**src/rtl/core/assert_macros.svh**
```systemverilog
// Assertion macros used by the top-level RTL file of the table.
`ifndef ASSERT_MACROS_SVH
`define ASSERT_MACROS_SVH
`ifndef SYNTH
`define KCIT_ASSERT_NOW(label, ante, cons) \
	label: assert property (@(posedge clk) disable iff (!arst_n) (ante) |-> (cons)) \
		else $error("assertion failed");
`define KCIT_ASSERT_NEXT(label, ante, cons) \
	label: assert property (@(posedge clk) disable iff (!arst_n) (ante) |=> (cons)) \
		else $error("assertion failed");
`else
`define KCIT_ASSERT_NOW(label, ante, cons)
`define KCIT_ASSERT_NEXT(label, ante, cons)
`endif
`endif

```
**src/rtl/core/kcit_pkg.sv**
```systemverilog
// Package with the types and constants of the keyed content index table.
`default_nettype none
package kcit_pkg;
	localparam int DEPTH = 32;
	localparam int NAME_BYTES = 8;
	localparam int LOC_BITS = 64;
	localparam int FIELD_W = 64;
	localparam int NAME_W = 8 * NAME_BYTES;
	localparam int IDX_W = $clog2(DEPTH);
	localparam int CNT_W = $clog2(DEPTH + 1);
	localparam int ENT_W = 2 * NAME_W + LOC_BITS;

	typedef enum logic [1:0] {
		CMD_REG    = 2'd0,
		CMD_SEARCH = 2'd1,
		CMD_DEREG  = 2'd2,
		CMD_LIST   = 2'd3
	} cmd_t;

	typedef enum logic [2:0] {
		ST_REGISTERED = 3'd0,
		ST_DUPLICATE  = 3'd1,
		ST_FULL       = 3'd2,
		ST_FOUND      = 3'd3,
		ST_NOT_FOUND  = 3'd4,
		ST_REMOVED    = 3'd5,
		ST_LIST_ENTRY = 3'd6,
		ST_LIST_EMPTY = 3'd7
	} status_t;

	typedef enum logic [2:0] {
		S_IDLE,
		S_SCAN,
		S_SHIFT,
		S_LREAD,
		S_LOUT,
		S_RESP
	} state_t;

	typedef struct packed {
		logic [NAME_W-1:0]   content;
		logic [NAME_W-1:0]   peer;
		logic [LOC_BITS-1:0] locator;
	} entry_t;

	typedef struct packed {
		status_t            status;
		logic [FIELD_W-1:0] content;
		logic [FIELD_W-1:0] peer;
		logic [FIELD_W-1:0] locator;
		logic               last;
	} result_t;

	typedef struct packed {
		logic             we;
		logic [IDX_W-1:0] waddr;
		entry_t           wdata;
		logic             re;
		logic [IDX_W-1:0] raddr;
	} ram_req_t;

	typedef struct packed {
		logic             busy;
		logic [CNT_W-1:0] count;
	} ctrl_stat_t;
endpackage
`default_nettype wire

```
**src/rtl/core/kcit_if.sv**
```systemverilog
// Command and result channel interfaces of the table.
`default_nettype none
interface kcit_cmd_if;
	logic        valid;
	logic        ready;
	logic [1:0]  command;
	logic [63:0] content_key;
	logic [63:0] peer_key;
	logic [63:0] locator_in;
	modport source(output valid, command, content_key, peer_key, locator_in, input ready);
	modport sink(input valid, command, content_key, peer_key, locator_in, output ready);
endinterface

`default_nettype wire

```
**src/rtl/core/kcit_ctrl.sv**
```systemverilog
// Command sequencer that scans, shifts and lists the table through the RAM.
`default_nettype none
module kcit_ctrl (
	input  wire logic                 clk,
	input  wire logic                 arst_n,
	kcit_cmd_if.sink                  cmd,
	output kcit_pkg::ram_req_t        ram_req,
	input  wire kcit_pkg::entry_t     ram_rdata,
	output logic                      res_vld,
	output kcit_pkg::result_t         res,
	input  wire logic                 res_rdy,
	output kcit_pkg::ctrl_stat_t      stat
);
	import kcit_pkg::*;

	state_t              state_q, state_d;
	cmd_t                cmd_q;
	logic [NAME_W-1:0]   key_c_q, key_p_q;
	logic [LOC_BITS-1:0] loc_in_q, loc_q;
	status_t             status_q;
	logic [CNT_W-1:0]    count_q;
	logic [CNT_W-1:0]    idx_q;
	logic                vld_s1;
	logic [IDX_W-1:0]    idx_s1;

	logic hit, more, scan_end, issue, list_last, accept;

	assign accept    = cmd.valid && cmd.ready;
	assign more      = idx_q < count_q;
	assign hit       = (state_q == S_SCAN) && vld_s1 && (ram_rdata.content == key_c_q)
		&& (ram_rdata.peer == key_p_q);
	assign scan_end  = !more && !vld_s1;
	assign list_last = (idx_q + CNT_W'(1)) == count_q;
	assign issue     = ((state_q == S_SCAN) && !hit && more) || ((state_q == S_SHIFT) && more)
		|| (state_q == S_LREAD);

	always_comb begin
		state_d = state_q;
		case (state_q)
			S_IDLE: begin
				if (cmd.valid) begin
					if (cmd_t'(cmd.command) == CMD_LIST) begin
						state_d = (count_q == '0) ? S_RESP : S_LREAD;
					end else begin
						state_d = S_SCAN;
					end
				end
			end
			S_SCAN: begin
				if (hit) begin
					state_d = (cmd_q == CMD_DEREG) ? S_SHIFT : S_RESP;
				end else if (scan_end) begin
					state_d = S_RESP;
				end
			end
			S_SHIFT: begin
				if (scan_end) begin
					state_d = S_RESP;
				end
			end
			S_LREAD: state_d = S_LOUT;
			S_LOUT: begin
				if (res_rdy) begin
					state_d = list_last ? S_IDLE : S_LREAD;
				end
			end
			S_RESP: begin
				if (res_rdy) begin
					state_d = S_IDLE;
				end
			end
			default: state_d = S_IDLE;
		endcase
	end

	always_comb begin
		cmd.ready     = (state_q == S_IDLE);
		res_vld       = (state_q == S_LOUT) || (state_q == S_RESP);
		res.status    = status_q;
		res.content   = '0;
		res.peer      = '0;
		res.locator   = '0;
		res.last      = 1'b1;
		ram_req.re    = issue;
		ram_req.raddr = idx_q[IDX_W-1:0];
		ram_req.we    = 1'b0;
		ram_req.waddr = count_q[IDX_W-1:0];
		ram_req.wdata = '{content: key_c_q, peer: key_p_q, locator: loc_in_q};
		case (state_q)
			S_LOUT: begin
				res.status  = ST_LIST_ENTRY;
				res.content = FIELD_W'(ram_rdata.content);
				res.peer    = FIELD_W'(ram_rdata.peer);
				res.last    = list_last;
			end
			S_RESP: begin
				if (status_q == ST_FOUND) begin
					res.locator = FIELD_W'(loc_q);
				end
				ram_req.we = res_rdy && (status_q == ST_REGISTERED);
			end
			S_SHIFT: begin
				ram_req.we    = vld_s1;
				ram_req.waddr = idx_s1 - IDX_W'(1);
				ram_req.wdata = ram_rdata;
			end
			default: begin
			end
		endcase
		stat.busy  = (state_q != S_IDLE);
		stat.count = count_q;
	end

	always_ff @(posedge clk or negedge arst_n) begin
		if (!arst_n) begin
			state_q <= S_IDLE;
			count_q <= '0;
			idx_q   <= '0;
			vld_s1  <= 1'b0;
		end else begin
			state_q <= state_d;
			vld_s1  <= issue && (state_q != S_LREAD);
			case (state_q)
				S_IDLE: begin
					if (accept) begin
						idx_q <= '0;
					end
				end
				S_SCAN: begin
					if (hit) begin
						idx_q <= CNT_W'(idx_s1) + CNT_W'(1);
					end else if (issue) begin
						idx_q <= idx_q + CNT_W'(1);
					end
				end
				S_SHIFT: begin
					if (issue) begin
						idx_q <= idx_q + CNT_W'(1);
					end
				end
				S_LOUT: begin
					if (res_rdy) begin
						idx_q <= idx_q + CNT_W'(1);
					end
				end
				S_RESP: begin
					if (res_rdy && (status_q == ST_REGISTERED)) begin
						count_q <= count_q + CNT_W'(1);
					end else if (res_rdy && (status_q == ST_REMOVED)) begin
						count_q <= count_q - CNT_W'(1);
					end
				end
				default: begin
				end
			endcase
		end
	end

	always_ff @(posedge clk) begin
		idx_s1 <= idx_q[IDX_W-1:0];
		if (accept) begin
			cmd_q    <= cmd_t'(cmd.command);
			key_c_q  <= cmd.content_key[NAME_W-1:0];
			key_p_q  <= cmd.peer_key[NAME_W-1:0];
			loc_in_q <= cmd.locator_in[LOC_BITS-1:0];
			status_q <= ST_LIST_EMPTY;
		end
		if (hit) begin
			loc_q <= ram_rdata.locator;
			case (cmd_q)
				CMD_REG:    status_q <= ST_DUPLICATE;
				CMD_SEARCH: status_q <= ST_FOUND;
				default:    status_q <= ST_REMOVED;
			endcase
		end else if ((state_q == S_SCAN) && scan_end) begin
			if (cmd_q == CMD_REG) begin
				status_q <= (count_q == CNT_W'(DEPTH)) ? ST_FULL : ST_REGISTERED;
			end else begin
				status_q <= ST_NOT_FOUND;
			end
		end
	end
endmodule
`default_nettype wire

```
**src/flat_wrapper.sv**
```systemverilog
// flat-port wrapper written by rule: the top's interface ports become plain ports
module kcit_ctrl_flat import kcit_pkg::*;
  (clk, arst_n, ram_req, ram_rdata, res_vld, res, res_rdy, stat, cmd_valid, cmd_command, cmd_content_key, cmd_peer_key, cmd_locator_in, cmd_ready);
  kcit_cmd_if cmd_i ();
  input  wire logic clk;
  input  wire logic arst_n;
  output kcit_pkg::ram_req_t ram_req;
  input  wire kcit_pkg::entry_t ram_rdata;
  output logic res_vld;
  output kcit_pkg::result_t res;
  input  wire logic res_rdy;
  output kcit_pkg::ctrl_stat_t stat;
  input wire logic [$bits(cmd_i.valid)-1:0] cmd_valid;
  input wire logic [$bits(cmd_i.command)-1:0] cmd_command;
  input wire logic [$bits(cmd_i.content_key)-1:0] cmd_content_key;
  input wire logic [$bits(cmd_i.peer_key)-1:0] cmd_peer_key;
  input wire logic [$bits(cmd_i.locator_in)-1:0] cmd_locator_in;
  output wire logic [$bits(cmd_i.ready)-1:0] cmd_ready;
  assign cmd_i.valid = cmd_valid;
  assign cmd_i.command = cmd_command;
  assign cmd_i.content_key = cmd_content_key;
  assign cmd_i.peer_key = cmd_peer_key;
  assign cmd_i.locator_in = cmd_locator_in;
  assign cmd_ready = cmd_i.ready;
  kcit_ctrl u_core (.clk(clk), .arst_n(arst_n), .cmd(cmd_i), .ram_req(ram_req), .ram_rdata(ram_rdata), .res_vld(res_vld), .res(res), .res_rdy(res_rdy), .stat(stat));
endmodule
```
**config.mk**
```make
export PLATFORM = sky130hd
export DESIGN_NAME = kcit_ctrl_flat
export DESIGN_NICKNAME = d
export VERILOG_FILES = /design/src/rtl/core/assert_macros.svh /design/src/rtl/core/kcit_pkg.sv /design/src/rtl/core/kcit_if.sv /design/src/rtl/core/kcit_ctrl.sv /design/src/flat_wrapper.sv
export SDC_FILE = /design/constraint.sdc
export NUM_CORES = 1
export LEC_CHECK = 0
export ABC_AREA = 1
export BUFFER_PORTS_ARGS = -buffer_cell sky130_fd_sc_hd__buf_2
export CAP_MARGIN = 20
export CORE_AREA = 4 4 305 307
export CTS_BUF_LIST = sky130_fd_sc_hd__clkbuf_16
export CTS_CLUSTER_DIAMETER = 80
export DETAILED_ROUTE_END_ITERATION = 10
export DIE_AREA = 0 0 309 311
export GPL_TIMING_DRIVEN = 0
export SKIP_CTS_REPAIR_TIMING = 1
export SLEW_MARGIN = 30
export SYNTH_ARGS = -nofsm -noshare
export SYNTH_HDL_FRONTEND = slang
export SYNTH_SLANG_ARGS = --single-unit
```
**constraint.sdc**
```tcl
create_clock -name clk -period 11.5 [get_ports clk]
set_input_delay 0.575 -clock clk [delete_from_list [all_inputs] [get_ports clk]]
set_output_delay 0.575 -clock clk [all_outputs]
set_load 0.01 [all_outputs]
```
Word-level counts from Yosys, hierarchy flattened:

Index checks and enable logic that the tools add are counted.

* mux-type cells: 29
* reduce and logical (&&, ||, !) cells: 29
* add/subtract/negate cells: 5
* order comparisons: 1
* eq/ne operators: 19

Operators with widths (number)
* $mux 197: 1
* $mux 131: 1
* $eq 64x64->1: 2
* $mux 64: 2
* $mux 3: 12
* $mux 6: 6
* $pmux 6 s4: 1
* $pmux 3 s6: 1
* $add 6x1->6 const B: 2
* $logic_and 1x1->1: 12
* $eq 3x2->1 const B: 3
* $eq 3x3->1 const B: 3
* $ne 2x2->1 const B: 4
* $add 5x1->6 const B: 1
* $eq 6x6->1: 1
* $eq 6x6->1 const B: 1
* $logic_not 3->1: 2
* $logic_not 6->1: 1
* $lt 6x6->1: 1
* $pmux 3 s2: 1
* $reduce_and 3->1: 2
* $reduce_bool 3->1: 2
* $sub 6x1->6 const B: 1
* $sub 5x1->5 const B: 1
* other kinds (13): 19

* bits in registers: 282
* output and inout port bits: 409
* bits of input ports: 390
* word-level logic and storage cells: 94

Depth between registers and ports, before layout:

Gate-level depths: netlist (run 1).

* depth in word-level cells: 12
* mapped depth: 18
* mapped depth without buffers: 18

Least setup slack after synthesis (run 1):

Ideal clock, no wire load.

* path type: reg2reg
* start point: register u_core.state_q[0]
* end point: register u_core.cmd_q[0], enable pin
* data arrival time: 8.834 ns
* data required time: 10.748 ns
* setup time: 0.752 ns
* path buffers: 0
* setup slack: 1.914 ns
* stages on the path, launching flop included: 4
* clock period less this slack: 9.586 ns
* cells stage by stage: dfrtp_1 nor2_1 nand2_1 nor2_1

* longest elaborated chain between the ends: 2

RTL lines
* start: declaration: line kcit_ctrl.sv:16 `state_t state_q, state_d;`
* start signal: assignment: line kcit_ctrl.sv:121 `state_q <= state_d;`
* $logic_not 3->1: line kcit_ctrl.sv:77 `cmd.ready = (state_q == S_IDLE);`
* $logic_and 1x1->1: line kcit_ctrl.sv:28 `assign accept = cmd.valid && cmd.ready;`
* named net u_core.accept: line kcit_ctrl.sv:26 `logic hit, more, scan_end, issue, list_last, accept;`
* end signal: assignment: line kcit_ctrl.sv:162 `cmd_q <= cmd_t'(cmd.command);`
* end: declaration: line kcit_ctrl.sv:17 `cmd_t cmd_q;`

The timed path passes the listed nets, and every way through them passes these cells.
A chain may end at the register's enable or synchronous reset.

Worst setup path in the final report (run 1):

* start point: register u_core.key_c_q[28]
* end point: output port ram_req[5] in the netlist's numbering

* longest elaborated chain between the ends: 8

RTL lines
* start: declaration: line kcit_ctrl.sv:18 `logic [NAME_W-1:0] key_c_q, key_p_q;`
* start signal: assignment: line kcit_ctrl.sv:163 `key_c_q <= cmd.content_key[NAME_W-1:0];`
* $eq 64x64->1: line kcit_ctrl.sv:30 `assign hit = (state_q == S_SCAN) && vld_s1 && (ram_rdata.content == key_c_q)`
* $logic_and 1x1->1: line kcit_ctrl.sv:30
* $logic_and 1x1->1: line kcit_ctrl.sv:31 `&& (ram_rdata.peer == key_p_q);`
* $logic_not 1->1: line kcit_ctrl.sv:34 `assign issue = ((state_q == S_SCAN) && !hit && more) || ((state_q == S_SHIFT) && more)`
* $logic_and 1x1->1 (2 in series): line kcit_ctrl.sv:34
* $logic_or 1x1->1: line kcit_ctrl.sv:34
* $logic_or 1x1->1: line kcit_ctrl.sv:35 `|| (state_q == S_LREAD);`
* end: declaration: line flat_wrapper.sv:7 `output kcit_pkg::ram_req_t ram_req;`

Every way passes these cells.

==> results.md, run 1 <==
- The reported leakage power is roughly 11 nW.
- Counting the buffers created by CTS gives 36.
- The peak supply drop is 0.000130 V.
- The part of the total power dissipated in sequential elements is between 30% and 40%.
- The core area is approximately 90000 µm².
- The final weighted congestion in routability-driven placement is 0.956.
- In this run the worst path has a maximum fanout of 10.
- The maximum number of pins on one net before global-route repair is slightly above 70.
- For the pin with the worst max-slew slack, the measured transition is 1.01 ns.
- The total overflow reported by the global router is 0.
- The relative area change from synthesis to final layout is 46.2%.
- The total DRC errors in the routed layout is 0.
- Global routing consumed, over all layers together, approximately a fifth of the routing resources.
- The root buffer cell chosen for the clock tree is sky130_fd_sc_hd__clkbuf_16.
- The period utilization is 36.7%.
- The post-synthesis async set-or-reset flop share is under 10%.
- The starting density of the core is between 10% and 20%.
- The warning count from the yosys run is 0.
- The worst relative slew slack is roughly 33%.
- For hold timing, the worst endpoint is u_core.key_p_q[20]$_DFFE_PP_.
- The net count of the finished layout is 3206.
- The count of cells along the worst hold path is 1.
- TritonCTS built the clock tree.
- In the synthesized netlist the dominant register cell turns out to be sky130_fd_sc_hd__edfxtp_1.
- The data required time of the worst path is about 11 ns.
- The run finished with clean final reports.
- The row count is 110.
- The analysis attributes to net switching a power of around 2.1 mW.
- Setup repair after global routing left no endpoint under its margin.
- The count of final max-slew check failures is 0.
- The reg-to-reg setup timing slack is 7.77 ns.
- The number of I/O port buffers is roughly 800.
- The multi-input gate area in the final layout is around 5700 µm².
- The maximum level of the CTS H-tree is 2.
- The die width is a little over 300 µm.
- The sort of element at the start of the critical path is a flip-flop.
- The max-capacitance violation count is 0.
- The synthesized cell area is roughly 15000 µm².
- The filler cell count is 9979.
- Setup violations remaining at the end of the flow were counted as 0.
- Registers take 8340 µm².
- The maximum number of buffers from clock root to sink is 3.
- After clock tree synthesis, the clock-pin slew on the worst setup and hold paths is around 0.06 ns.
- Sequential cells were found to cover 54.2% of the synthesized design area.
- The number of vias per cell after detailed routing is approximately 4.2.
- Synthesis handed over a netlist of approximately 2000 instances.
- Power comes to about 4.7 mW.
- STA puts the critical path data arrival time at ~3.6 ns.
- The final wirelength is around 100000 µm.
- The floorplan step defined a die boundary enclosing ~96000 µm².
- The violation count after the first detailed-route iteration is about 1700.
- The highest clock frequency the design can meet is approximately 0.24 GHz.
- The critical path is of the reg2out type.
- Counting every net in the synthesized netlist gives roughly 2400.
- Leaving out fill and tap cells, the most frequent cell in the layout is sky130_fd_sc_hd__buf_2.
- The final number of hold-violating endpoints was 0.
- Once detail routing completed, the nets flagged for antenna violations numbered 0.
- The post-synthesis area per instance is 7.90 µm².
- The launching point of the worst reg2reg path is u_core.key_c_q[28]$_DFFE_PP_.
- The internal portion of total power is between 2 and 3 mW.
- The combinational share of power is 46.0%.
- The via count of the first global-routing pass came to 16308.
- The worst hold slack after final layout is roughly 0.17 ns.
- In this run, synthesis inferred 261 flip-flops with an integrated enable.
- In the final routed layout, each cell accounts on average for between 20 and 25 µm.
- The synthesized design contains roughly 280 register bits.
- In the layout the commonest cells are 801 x sky130_fd_sc_hd__buf_2, 720 x sky130_fd_sc_hd__nand2_1, 295 x sky130_fd_sc_hd__inv_1.
- In this run the count of I/O pins placed on the die edge is about 800.
- From bottom edge to top edge, the die measures slightly above 300 µm.
- The initial antenna violation count is 23.
- For this design, the sink count on the clock tree is approximately 280.
- The first detailed-routing pass took 5 iterations.
- The clock network fraction of total power is 23.1%.
- The clock arrives with around 0.027 ns of skew.
- The HPWL after detailed placement is 83100 µm.
- Counting cells, the worst reg-to-reg path comes to 11.
- The worst register-to-register path ends at u_core.status_q[0]$_SDFFCE_PP1P_.
- For the finished layout, the period the worst path requires is approximately 4.2 ns.
- The source-to-sink clock delay at the later pin of the worst-skew pair is slightly below 0.6 ns.
- The first global-routing pass estimated 131000 µm of wire.
- The synthesized netlist contains 39 unique library cells.
- Of the total power, the share spent switching nets is roughly 44%.
- The tightest min-delay check is of the in2reg type.
- The endpoint class of the critical path is an output port.
- In this run the power density over the cells is between 200 and 250 nW/µm².
- The post-route netlist has between 30% and 40% of its cells at a drive strength greater than 1.
- The total vias in the final route is 17043.
- The startpoint of the lowest-slack hold path is cmd_peer_key[20].
## flip-flops by register name (all words and copies together) (netlist names)
name / flops
u_core.idx_s1: 5
u_core.status_q: 3
u_core.vld_s1: 1
u_core.key_p_q: 64
u_core.cmd_q: 2
u_core.state_q: 3
u_core.idx_q: 6
u_core.loc_q: 64
u_core.loc_in_q: 64
u_core.count_q: 6
u_core.key_c_q: 64
## synthesized netlist by cell type, types with 3 or more instances
library cell / number / area [µm²]
sky130_fd_sc_hd__nand3_1: 16 / 80.1
sky130_fd_sc_hd__buf_1: 3 / 11.3
sky130_fd_sc_hd__nand2_1: 720 / 2700
sky130_fd_sc_hd__xor2_1: 14 / 123
sky130_fd_sc_hd__dfxtp_1: 5 / 100
sky130_fd_sc_hd__nor3_1: 6 / 30.0
sky130_fd_sc_hd__nand4_1: 17 / 106
sky130_fd_sc_hd__edfxtp_1: 261 / 7840
sky130_fd_sc_hd__a31oi_1: 4 / 25.0
sky130_fd_sc_hd__inv_1: 288 / 1080
sky130_fd_sc_hd__o311ai_0: 3 / 26.3
sky130_fd_sc_hd__nor2_1: 275 / 1030
sky130_fd_sc_hd__dfrtp_1: 16 / 400
sky130_fd_sc_hd__buf_4: 6 / 45.0
sky130_fd_sc_hd__clkbuf_1: 67 / 251
sky130_fd_sc_hd__a21oi_1: 12 / 60.1
sky130_fd_sc_hd__o21ai_0: 163 / 816
sky130_fd_sc_hd__o22ai_1: 9 / 56.3
sky130_fd_sc_hd__xnor2_1: 23 / 201
sky130_fd_sc_hd__ha_1: 13 / 163
## layer usage
metal	routed length, µm	share of wire, %	track usage (%)
met1	39600	40	24.8
met2	45200	45	31.8
met3	11000	11	6.54
met4	3890	3.9	7.06
met5	18	0.018	0
## logic make-up (layout without fill, tap and decap cells)
logic type,Yosys count,count (layout),share of synthesized area (%)
simple gates,1047,1047,26.6
buf+inv,369,1245,9.17
other cells,0,12,0
fa+ha+maj,14,14,1.19
compound gates,200,200,6.83
xor+xnor,37,37,2.11
flops,282,282,54.2
## how the worst max path moves through the flow
| stage | startpoint | end | slack [ns] | cells after the start |
|---|---|---|---|---|
| 2_1_floorplan | u_core.state_q[0]$_DFFE_PN0P_ | u_core.cmd_q[0]$_DFFE_PP_ | 1.91 | 3 |
| 3_5_place_dp | ram_rdata[156] | u_core.status_q[0]$_SDFFCE_PP1P_ | 7.09 | 12 |
| 3_3_place_gp | u_core.state_q[0]$_DFFE_PN0P_ | u_core.key_c_q[2]$_DFFE_PP_ | -3.70 | 3 |
| 6_report | u_core.key_c_q[28]$_DFFE_PP_ | ram_req[5] | 7.28 | 12 |
| 4_1_cts | u_core.key_c_q[28]$_DFFE_PP_ | ram_req[5] | 6.84 | 12 |
| 5_1_grt | u_core.key_c_q[28]$_DFFE_PP_ | ram_req[5] | 6.82 | 12 |
## final cells by class
type	instances	share of cell area, %
multi-input cells	1298	25.2
repair buffers	815	19.8
plain buffers	78	1.59
flip-flops and latches	282	37.1
clock buffers	37	4.12
clock inverters	24	0.751
inverters	291	4.88
diodes	12	0.133
well taps	1176	6.54
## through the flow
stage          instance area, µm²  cells  setup slack, ns  TNS (ns)  util [%]
4_1_cts                     22500   4000             6.84         0      25.0
3_5_place_dp                21400   3939             7.09         0      23.7
5_1_grt                     22500   4005             6.82         0      25.0
3_3_place_gp                20900   3923            -3.70   -701.16      23.2
6_report                    22500   4013             7.28         0      25.0
2_1_floorplan               15400   1949             1.91         0         -
## power groups by stage
stage	sequential, mW	clock (mW)	combinational [mW]
after global routing	1.48	1.17	2.37
after global placement	1.59	0	2.06
after detailed placement	1.48	0	2.20
after CTS	1.46	1.13	2.21
after floorplan	1.50	0	0.979
final	1.46	1.09	2.18
## critical path, cell delays in order, from the launching register on
cell and delay [ns]:
sky130_fd_sc_hd__edfxtp_1 0.42, sky130_fd_sc_hd__xnor2_2 0.49, sky130_fd_sc_hd__nand2_1 0.09, sky130_fd_sc_hd__nor2_1 0.42, sky130_fd_sc_hd__nand2_1 0.10, sky130_fd_sc_hd__nor2_1 0.32, sky130_fd_sc_hd__nand2_1 0.09, sky130_fd_sc_hd__nor2_1 0.22
sky130_fd_sc_hd__nand3_4 0.29, sky130_fd_sc_hd__nand3_4 0.21, sky130_fd_sc_hd__nand2_4 0.10, sky130_fd_sc_hd__buf_4 0.16, sky130_fd_sc_hd__buf_2 0.13
Power figures use the tool's default switching activity.
==> inputs of run 2 (changes only) <==
Clock period 11.5 ns to 3.8 ns, I/O delays scaled along.
==> run 2 against run 1 <==
Net effect: sequential share of layout area shrank 4.1 points; clock power grew to 3.6 times the previous value; highest routed layer unchanged; die area is the same; wire length grew 2.0%; via count grew 7.9%; non-clock buffer count grew 259; count of clock-buffer cells in the layout grew 5; final cell count grew 6.7%; critical path depth shrank 3; setup slack lost 7.1 ns; clock skew grew 0.0083 ns.
==> results.md, run 2 (synthesized netlist as in run 1, its figures left out) <==
- The class of the tightest hold or removal check is in2async (was in2reg).
- The total DRC errors in the routed layout is 0 (unchanged).
- The final weighted congestion in routability-driven placement is 0.965 (was 0.956).
- The first-pass GRT wire length is 129000 µm (was 131000 µm).
- The initial antenna violation count is 21 (was 23).
- The count of final setup violators is 0 (unchanged).
- The reported leakage power came to 12.4 nW (was 11.2 nW).
- The actual transition at the worst max-transition pin is 1.01 ns (about the same).
- The violation count after the first detailed-route iteration was 1871 (was 1727).
- The highest net fanout along the worst path is 10 (unchanged).
- The peak supply drop is 0.000432 V (was 0.000130 V).
- The final wirelength is 102000 µm (was 99600 µm).
- The starting density of the core is 17.1% (unchanged).
- The count of TritonRoute iterations in the first routing pass is 6 (was 5).
- The maximum number of buffers from clock root to sink is 3 (unchanged).
- The path type of the worst setup path is reg2out (unchanged).
- The mean routed wirelength per cell is 23.8 µm (was 24.8 µm).
- Status: finished, final reports clean (unchanged).
- The cell area after layout is 25300 µm² (was 22500 µm²).
- The combined buffer and inverter count along the critical path is 5 (was 2).
- The worst setup margin was 0.197 ns (was 7.28 ns).
- The final number of hold-violating endpoints is 0 (unchanged).
- The share of cells above drive strength 1 is 30.1% (was 32.4%).
- The CTS root buffer is sky130_fd_sc_hd__clkbuf_16 (unchanged).
- The via count of the first global-routing pass is 16464 (was 16308).
- The post-place setup slack was -0.149 ns (was 7.09 ns).
- The count of boundary I/O pins is 799 (unchanged).
- The maximum number of pins on one net before global-route repair is 72 (unchanged).
- The worst clock skew on the final layout was 0.0353 ns (was 0.0270 ns).
- The clock buffer count from CTS is 41 (was 36).
- The filler cell count was 9658 (was 9979).
- The die height is 311 µm (unchanged).
- The count of nets left with antenna violations after detail routing came to 0 (unchanged).
- The total vias in the final route is 18387 (was 17043).
- The depth of the critical timing path with buffers and inverters included is 9 (was 12).
- List of cells traversed by the critical path: inv_2 -> nor2_1 -> nand2_1 -> inv_1 -> clkbuf_1 -> clkbuf_1 -> nand2_1 -> nor2_1 -> buf_2 (was xnor2_2 -> nand2_1 -> nor2_1 -> nand2_1 -> nor2_1 -> nand2_1 -> nor2_1 -> nand3_4 -> nand3_4 -> nand2_4 -> buf_4 -> buf_2).
- The relative area change from synthesis to final layout is 64.4% (was 46.2%).
- The time the final worst path needs with I/O delays and setup is roughly 3.6 ns.
- The core area is 90000 µm² (unchanged).
- The row count is 110 (unchanged).
- The worst relative slew slack is 32.5% (was 33.0%).
- The data required time of the worst path is 3.61 ns (was 10.93 ns).
- Top library cells by usage in the layout, fill and taps aside: 801 x sky130_fd_sc_hd__buf_2, 719 x sky130_fd_sc_hd__nand2_1, 293 x sky130_fd_sc_hd__inv_1 (was 801 x sky130_fd_sc_hd__buf_2, 720 x sky130_fd_sc_hd__nand2_1, 295 x sky130_fd_sc_hd__inv_1).
- The count of final max-slew check failures is 0 (unchanged).
- The placement-stage cell area is 21300 µm² (was 21400 µm²).
- The clock transition at the register clock pins on the worst setup and hold paths after CTS is 0.05 ns (was 0.06 ns).
- The die width is 309 µm (unchanged).
- The number of cell instances on the worst register-to-register path was 14 (was 11).
- The all-layer global routing usage is 19.5% (was 19.8%).
- The number of sinks handled by clock tree synthesis is 282 (unchanged).
- The critical path data arrival time was 3.41 ns (was 3.64 ns).
- The post-layout utilization of the core came to 28.1% (was 25.0%).
- The number of vias per cell after detailed routing is 4.30 (was 4.25).
- The cell at the slowest stage of the critical path was sky130_fd_sc_hd__clkbuf_1 (was sky130_fd_sc_hd__xnor2_2).
- The worst hold slack after final layout is 0.0987 ns (was 0.175 ns).
- The net count of the finished layout is 3470 (was 3206).
- The source-to-sink clock delay at the later pin of the worst-skew pair is 0.60 ns (was 0.58 ns).
- The most common library cell in the layout ignoring fill and taps is sky130_fd_sc_hd__buf_2 (unchanged).
- The number of I/O port buffers is 798 (unchanged).
- The total overflow reported by the global router was 0 (unchanged).
- The full die area is 96100 µm² (unchanged).
- The kind of cell adding the most delay to the critical path is buffers and inverters (was simple AND/OR/NAND/NOR gates).
- The period utilization is 94.8%.
- The placed wire-length estimate after detailed placement is 81300 µm (was 83100 µm).
- The max-capacitance violation count is 0 (unchanged).
- The clock tree from TritonCTS is yes (unchanged).
- The power density over the cells is 600 nW/µm² (was 211 nW/µm²).
- The largest stage delay on the critical path is 0.56 ns (was 0.49 ns).
- The highest clock frequency the design can meet is roughly 0.28 GHz.
- The endpoint class of the critical path is an output port (unchanged).
- The sort of element at the start of the critical path is a flip-flop (unchanged).
- The maximum level of the CTS H-tree came to 2 (unchanged).
==> run 2: path summary, 6_finish.rpt <==
path | start | to | slack, ns
worst min register to register | u_core.idx_q[5]$_DFFE_PN0P_ | u_core.idx_q[5]$_DFFE_PN0P_ | 0.55
worst max register to register | u_core.key_c_q[60]$_DFFE_PP_ | u_core.state_q[2]$_DFFE_PN0P_ | 0.31
max in group asynchronous | arst_n | u_core.state_q[2]$_DFFE_PN0P_ | 3.39
worst max-delay path | u_core.state_q[2]$_DFFE_PN0P_ | res[44] | 0.20
worst min-delay path | arst_n | u_core.count_q[3]$_DFFE_PN0P_ | 0.1
min in group clk | cmd_valid | u_core.key_p_q[16]$_DFFE_PP_ | 0.17
==> run 2: final cells by class <==
type / instances / area (µm²) / area share, %
Timing Repair Buffer: 1074 / 7000 / 27.6
Sequential cell: 282 / 8340 / 32.9
Inverter: 291 / 1100 / 4.34
Buffer: 78 / 363 / 1.43
Clock inverter: 33 / 302 / 1.19
Antenna cell: 6 / 15.0 / 0.0593
Multi-Input combinational cell: 1298 / 5680 / 22.4
Clock buffer: 42 / 1050 / 4.15
Tap cell: 1176 / 1470 / 5.81
==> run 2: per-layer routing <==
layer / track usage [%] / vias up / wire [µm]
met3: 5.36 / 249 / 10700
li1: - / 8374 / -
met4: 6.93 / 8 / 5060
met2: 31.7 / 1222 / 45400
met1: 24.8 / 8534 / 40500
met5: 0 / - / 45
==> run 2: metrics by stage <==
step                std cells  setup TNS (ns)  power, mW
finish                   4280               0       15.2
global route             4276         -0.0338       16.0
CTS                      4013           -1.56       15.0
detailed placement       3938           -1.11       11.1
global placement         3923         -458.41       10.8
floorplan                1949          -43.70       7.39
==> run 2: worst reg2reg max path: stages, from the launching register on <==
cell and delay (ns):
sky130_fd_sc_hd__edfxtp_1 0.55, sky130_fd_sc_hd__xnor2_4 0.42, sky130_fd_sc_hd__nand2_1 0.09, sky130_fd_sc_hd__nor2_1 0.27, sky130_fd_sc_hd__nand2_1 0.16, sky130_fd_sc_hd__nor2_1 0.15, sky130_fd_sc_hd__nand2_1 0.07, sky130_fd_sc_hd__nor2_1 0.21
sky130_fd_sc_hd__nand3_4 0.29, sky130_fd_sc_hd__clkinv_4 0.57, sky130_fd_sc_hd__nand2_1 0.18, sky130_fd_sc_hd__nand2_1 0.14, sky130_fd_sc_hd__nor2_1 0.06, sky130_fd_sc_hd__o21ai_1 0.12, sky130_fd_sc_hd__nand2_1 0.07
==> run 2: where the power goes <==
| group | switching, mW | leakage, nW | internal (mW) | total, mW |
|---|---|---|---|---|
| Clock | 1.66 | 0.696 | 2.26 | 3.92 |
| Sequential | 0.376 | 2.64 | 4.05 | 4.43 |
| Combinational | 4.60 | 9.06 | 2.24 | 6.84 |
